File: config.mk
export PLATFORM = sky130hd
export DESIGN_NAME = ncc_ctrl
export DESIGN_NICKNAME = d
export VERILOG_FILES = /design/src/rtl/ncc_pkg.sv /design/src/rtl/ncc_ctrl.sv
export SDC_FILE = /design/constraint.sdc
export NUM_CORES = 1
export LEC_CHECK = 0
export ABC_AREA = 0
export BUFFER_PORTS_ARGS = -buffer_cell sky130_fd_sc_hd__buf_2
export CAP_MARGIN = 20
export CORE_ASPECT_RATIO = 1.2
export CORE_MARGIN = 3
export CORE_UTILIZATION = 30
export DETAILED_ROUTE_END_ITERATION = 16
export PLACE_DENSITY_LB_ADDON = 0.15
export SLEW_MARGIN = 40
export SYNTH_ARGS = -nofsm -noshare
export SYNTH_HDL_FRONTEND = slang
export SYNTH_SLANG_ARGS = --single-unit
export TNS_END_PERCENT = 10
File: constraint.sdc
create_clock -name clk -period 1.8 [get_ports clk]
set_clock_uncertainty 0.15 [all_clocks]
set_input_delay 0.09 -clock clk [delete_from_list [all_inputs] [get_ports clk]]
set_output_delay 0.09 -clock clk [all_outputs]
set_load 0.005 [all_outputs]
File: src/rtl/ncc_pkg.sv
`default_nettype none
package ncc_pkg;

	// default sizes
	localparam int DEF_MAX_TEMPLATE_ROWS = 64;
	localparam int DEF_MAX_TEMPLATE_COLS = 64;
	localparam int DEF_MAX_IMAGE_ROWS    = 256;
	localparam int DEF_MAX_IMAGE_COLS    = 256;
	localparam int DEF_WINDOW_RADIUS     = 2;

	// fixed field and coordinate widths, score scale and shift
	localparam int CW        = 11;
	localparam int CFG_DW    = 9;
	localparam int SCORE_ONE = 32768;
	localparam int RHS_SHIFT = 30;

	// command codes
	localparam logic [1:0] CMD_TMPL   = 2'd0;
	localparam logic [1:0] CMD_IMG    = 2'd1;
	localparam logic [1:0] CMD_SEARCH = 2'd2;
	localparam logic [1:0] CMD_UNUSED = 2'd3;

	// register indexes
	localparam logic [1:0] CFG_TROWS = 2'd0;
	localparam logic [1:0] CFG_TCOLS = 2'd1;
	localparam logic [1:0] CFG_IROWS = 2'd2;
	localparam logic [1:0] CFG_ICOLS = 2'd3;

	typedef struct packed {
		logic [1:0] cmd;
		logic [7:0] pixel;
		logic [7:0] hint_row;
		logic [7:0] hint_col;
	} ncc_in_t;

	typedef struct packed {
		logic [7:0]  best_row;
		logic [7:0]  best_col;
		logic [7:0]  center_row;
		logic [7:0]  center_col;
		logic [15:0] best_score;
	} ncc_out_t;

	typedef enum logic [3:0] {
		MUL_N_STT,
		MUL_ST_ST,
		MUL_N_SII,
		MUL_SI_SI,
		MUL_N_STI,
		MUL_ST_SI,
		MUL_VT_VI,
		MUL_MAG_MAG,
		MUL_MID_MID,
		MUL_MID2_P
	} mul_sel_t;

	typedef enum logic [4:0] {
		S_IDLE,
		S_CHK,
		S_TW_SET,
		S_TW_RUN,
		S_TW_DRAIN,
		S_VT_M1,
		S_VT_M2,
		S_PL_INIT,
		S_IW_SET,
		S_IW_RUN,
		S_IW_DRAIN,
		S_VI_M1,
		S_VI_M2,
		S_MG_M1,
		S_MG_M2,
		S_SC_CHK,
		S_P_M,
		S_R_M,
		S_BS_LOOP,
		S_BS_M1,
		S_BS_M2,
		S_UPD,
		S_MWAIT,
		S_OUT
	} state_t;

	typedef struct packed {
		logic     walk_start;
		logic     walk_tmpl;
		logic     walk_step;
		logic     mul_start;
		mul_sel_t mul_sel;
		logic     place_init;
		logic     place_next;
		logic     bs_init;
		logic     best_upd;
	} ncc_cmd_t;

	typedef struct packed {
		logic n_zero;
		logic no_place;
		logic walk_last;
		logic mul_done;
		logic zero_case;
		logic bs_more;
		logic place_last;
	} ncc_stat_t;

endpackage
`default_nettype wire

File: src/rtl/ncc_ctrl.sv
`default_nettype none
module ncc_ctrl import ncc_pkg::*; (
	input  wire logic      clk,
	input  wire logic      arst_n,
	input  wire logic      go,
	input  wire ncc_stat_t stat,
	output ncc_cmd_t       cmd,
	output logic           busy,
	output logic           done
);

	state_t state_q, state_d, ret_q, ret_d;

	always_ff @(posedge clk or negedge arst_n) begin
		if (!arst_n) begin
			state_q <= S_IDLE;
			ret_q   <= S_IDLE;
		end else begin
			state_q <= state_d;
			if (cmd.mul_start) begin
				ret_q <= ret_d;
			end
		end
	end

	// next state
	always_comb begin
		state_d = state_q;
		case (state_q)
			S_IDLE:     if (go) state_d = S_CHK;
			S_CHK:      state_d = (stat.n_zero || stat.no_place) ? S_OUT : S_TW_SET;
			S_TW_SET:   state_d = S_TW_RUN;
			S_TW_RUN:   if (stat.walk_last) state_d = S_TW_DRAIN;
			S_TW_DRAIN: state_d = S_VT_M1;
			S_PL_INIT:  state_d = S_IW_SET;
			S_IW_SET:   state_d = S_IW_RUN;
			S_IW_RUN:   if (stat.walk_last) state_d = S_IW_DRAIN;
			S_IW_DRAIN: state_d = S_VI_M1;
			S_SC_CHK:   state_d = stat.zero_case ? S_UPD : S_P_M;
			S_BS_LOOP:  state_d = stat.bs_more ? S_BS_M1 : S_UPD;
			S_VT_M1, S_VT_M2, S_VI_M1, S_VI_M2, S_MG_M1, S_MG_M2,
			S_P_M, S_R_M, S_BS_M1, S_BS_M2: state_d = S_MWAIT;
			S_MWAIT:    if (stat.mul_done) state_d = ret_q;
			S_UPD:      state_d = stat.place_last ? S_OUT : S_IW_SET;
			S_OUT:      state_d = S_IDLE;
			default:    state_d = S_IDLE;
		endcase
	end

	// commands to the datapath
	always_comb begin
		cmd   = '0;
		ret_d = S_IDLE;
		case (state_q)
			S_TW_SET: begin
				cmd.walk_start = 1'b1;
				cmd.walk_tmpl  = 1'b1;
			end
			S_TW_RUN, S_IW_RUN: cmd.walk_step = 1'b1;
			S_VT_M1: begin
				cmd.mul_start = 1'b1; cmd.mul_sel = MUL_N_STT; ret_d = S_VT_M2;
			end
			S_VT_M2: begin
				cmd.mul_start = 1'b1; cmd.mul_sel = MUL_ST_ST; ret_d = S_PL_INIT;
			end
			S_PL_INIT: cmd.place_init = 1'b1;
			S_IW_SET:  cmd.walk_start = 1'b1;
			S_VI_M1: begin
				cmd.mul_start = 1'b1; cmd.mul_sel = MUL_N_SII; ret_d = S_VI_M2;
			end
			S_VI_M2: begin
				cmd.mul_start = 1'b1; cmd.mul_sel = MUL_SI_SI; ret_d = S_MG_M1;
			end
			S_MG_M1: begin
				cmd.mul_start = 1'b1; cmd.mul_sel = MUL_N_STI; ret_d = S_MG_M2;
			end
			S_MG_M2: begin
				cmd.mul_start = 1'b1; cmd.mul_sel = MUL_ST_SI; ret_d = S_SC_CHK;
			end
			S_P_M: begin
				cmd.mul_start = 1'b1; cmd.mul_sel = MUL_VT_VI; ret_d = S_R_M;
			end
			S_R_M: begin
				cmd.mul_start = 1'b1; cmd.mul_sel = MUL_MAG_MAG; ret_d = S_BS_LOOP;
				cmd.bs_init   = 1'b1;
			end
			S_BS_M1: begin
				cmd.mul_start = 1'b1; cmd.mul_sel = MUL_MID_MID; ret_d = S_BS_M2;
			end
			S_BS_M2: begin
				cmd.mul_start = 1'b1; cmd.mul_sel = MUL_MID2_P; ret_d = S_BS_LOOP;
			end
			S_UPD: begin
				cmd.best_upd   = 1'b1;
				cmd.place_next = !stat.place_last;
			end
			default: ;
		endcase
	end

	assign busy = state_q != S_IDLE;
	assign done = state_q == S_OUT;

endmodule
`default_nettype wire

==> impl_metrics.csv <==
group,metric,value,unit
synth,async_flop_share,1.000,
power_and_ir_drop,peakVddDrop,0.6936,mV
setup_path,cpPeakStageDelay,390,ps
setup_path,end_kind,"primary output",
sta,tightest_slew,331.5,ps
grt,first_global_vias,1472,
routing,post_drt_via_cell_ratio,5.352,
sta,clock.fmax,533.4,MHz
clock_network,cts_buffers,3,
synth,syn_avg_cell_area,7.458,um^2
synth,synthAdderAreaFrac,0,
routing,drt_first_iter_violations,93,
synth,ys_types,51,
setup_path,crit_slowest_cell,"dfrtp_1",
die,start_util,0.3135,
synth,muxShareOfSynthArea,0.008715,
routing,vias,1429,
power_and_ir_drop,intPower,2.000,mW
sta,fin_ws,-74.82,ps
power_and_ir_drop,finalPower,3.746,mW
setup_path,r2r-start,"state_q[2]$_DFFE_PN0P_",
synth,ys_top_cells_by_area,"dfrtp_1 (22%), nor2_1 (7.2%), a21oi_1 (5.7%)",
sta,period_share,1.042,
routing,ant_nets,0,
placement,gp_congestion,0.8451,
sta,finalHoldViolations,0,
power_and_ir_drop,power_frac_comb,0.800,
setup_path,path_class,"flop to primary output",
finish,antennaDiodeCount,0,
placement,place_inst,259,
synth,synth-edff-count,0,
power_and_ir_drop,p_leak,0.7664,nW
power_and_ir_drop,clkPwrFrac,0.066,
synth,synth_top_area_share,0.2179,
min_path,hold_class,"input pin to flop",
synth,synthCells,154,
synth,synth_seq_cells,10,
clock_network,cts_max_level,1,
synth,syn-num-nets,164,
clock_network,insertion_delay,240,ps
finish,final_layout_size_suffix_gt1_frac,0.4605,
clock_network,cts_sinks,10,
sta,fin_crit,1875,ps
setup_path,startpoint_type,"flop",
sta,relSlewSlack,0.7767,
synth,synthSimpleGateAreaFrac,0.3148,
clock_network,cts_tree,"done",
flow_run,maxCapViolCount,0,
finish,area_growth,52.40,%
grt,antenna_found_initial,0,
grt,track_usage,0.1916,
setup_path,worstPathRequired,1560,ps
die,die_height,73.78,um
grt,grt_max_degree,13,
status,status,"finished, violations left",
finish,final_cells,267,
clock_network,clockBufferDepth,2,
synth,synth_top_family_by_area,"compound AO/OA/AOI/OAI gates",
die,ioPinCount,24,
routing,routed_wl,4224,um
setup_path,crit_chain,"buf_12 > or2_4 > buf_6 > or4_1 > buf_2",
setup_path,rrSetupSlack,-40,ps
grt,grt_pass1_wl,6913,um
power_and_ir_drop,power.density,2140,nW/um^2
synth,synth_ff_type,"dfrtp_1",
die,core,3664,um^2
placement,io_buffers,23,
routing,drc_errors,0,
setup_path,cp-endpoint,"busy",
clock_network,root_buffer,"clkbuf_8",
synth,yosys_warnings,0,
synth,synth_compound_area_frac,0.3388,
synth,ys_seq_area_frac,0.2179,
placement,dp_hpwl,3268,um
setup_path,critPathArrivalTime,1630,ps
grt,grt.overflow.total,0,
routing,wl_per_cell,15.82,um
die,dieWidth,62.49,um
die,placementRows,24,
power_and_ir_drop,swShare,0.4661,
synth,netlist_area,1149,um^2
routing,dr.pass1.iters,5,
setup_path,r2r_end,"state_q[2]$_DFFE_PN0P_",
status,violations,"negative setup slack",
synth,synth_xor_area_frac,0.02941,
die,dieArea,4610,um^2
finish,fillers,372,
setup_path,rr_worst_depth,8,
power_and_ir_drop,p_switching,1.746,mW
power_and_ir_drop,pwr-share-seq,0.135,
sta,rsz0062_at_grt,"true",
synth,synth_top_area_cell,"dfrtp_1",
sta,finalSetupViolCount,7,
sta,hold_ws,67.02,ps
sta,slew_violations,0,
clock_network,cts.clk_slew.worst_paths,50,ps
setup_path,crit_path_max_fanout,8,
setup_path,cp-startpoint,"state_q[0]$_DFFE_PN0P_",
finish,nets,227,
==> area by class of cell <==
cell class                 count  area [um^2]  share of cell area
multi-input combinational    124        845.8              0.4832
timing repair buffer          72        518.0              0.2959
sequential                    10        255.2              0.1458
tap                           52        65.06             0.03717
clock buffer                   3        41.29             0.02359
inverter                       6        25.02             0.01430
==> synth_stat cells, types with 2 or more instances <==
cell type / count
nand2_1: 13
nor3_1: 6
buf_2: 8
buf_4: 3
o21ai_1: 2
o22a_1: 2
inv_1: 4
o22ai_1: 3
o32ai_1: 6
dfrtp_1: 10
nor2b_1: 4
xnor2_1: 2
o21ai_0: 10
inv_2: 2
o2bb2ai_1: 2
nand2b_1: 5
a21oi_1: 13
nor2_1: 22
o21a_1: 2
o221ai_1: 3
a221oi_1: 2
==> through the flow <==
step	cell area, um^2	util	worst slack (ps)	TNS (ps)
floorplan	1149	-	64.63	0
global placement	1603	0.4375	-126.6	-358.3
detailed placement	1603	0.4375	-119.0	-356.6
CTS	1708	0.4662	-87.66	-231.0
global route	1750	0.4778	-121.4	-798.2
finish	1750	0.4778	-74.82	-198.3
==> critical path: cells and delay by family (launching register included) <==
family	cells	cell delay (ps)
DFF	1	390
buffers and inverters	3	400
and+or+nand+nor	2	610
==> how the worst min path moves through the flow <==
| stage | from | endpoint | slack [ps] | cells after the start |
|---|---|---|---|---|
| final | stat[0] | state_q[3]$_DFFE_PN0P_ | 70 | 3 |
| after global routing | stat[0] | state_q[3]$_DFFE_PN0P_ | 100 | 3 |
| after CTS | stat[0] | state_q[3]$_DFFE_PN0P_ | 60 | 3 |
| after detailed placement | arst_n | ret_q[3]$_DFFE_PN0P_ | -160 | 1 |
| after global placement | arst_n | state_q[2]$_DFFE_PN0P_ | -160 | 1 |
| after floorplan | arst_n | ret_q[0]$_DFFE_PN0P_ | -360 | 0 |
==> power by group through the flow <==
stage                     Combinational [mW]  Clock [mW]  Sequential (mW)
after floorplan                         1.66           0            0.405
after global placement                  2.72           0            0.498
after detailed placement                2.74           0            0.501
after CTS                               2.89       0.247            0.492
after global routing                    3.25       0.260            0.515
final                                   3.00       0.246            0.504
==> layer usage <==
layer | part of all wire | vias up | global-route usage | wire [um]
met1 | 0.43 | 676 | 0.2287 | 1821
met2 | 0.49 | 47 | 0.3389 | 2090
met5 | 0 | - | 0 | 0
met3 | 0.050 | 9 | 0.03058 | 210
met4 | 0.024 | 0 | 0.08824 | 101
li1 | - | 697 | - | -
==> state kept, by name, indices dropped and copies added, names as in the netlist <==
register	flops
ret_q	5
state_q	5
==> kinds of logic after synthesis <==
logic type,Yosys count
AOI/OAI and AO/OA,56
xor gates and xnor gates,3
buffers and inverters,20
DFF,10
muxes,1
and+or+nand+nor,64
==> cells in the final DEF (no fill, tap or decap), drive strengths merged, types with 3 or more instances in the layout <==
cell	instances
nor2b	4
o21ai	12
nor4	3
inv	6
clkbuf	3
nor2	22
nand2	13
a21oi	13
nor3	7
o221ai	3
buf	71
o22ai	4
nand2b	7
o32ai	6
dfrtp	10
xnor2	3
==> timing repair <==
action,in CTS,in global routing
hold endpoints to repair,10,0
endpoints found under the setup margin,10,15
gates resized for setup,9,11
pin swaps,1,2
setup buffers,4,0
hold buffers,1,0
No activity file was read; power rests on OpenSTA's default activity.
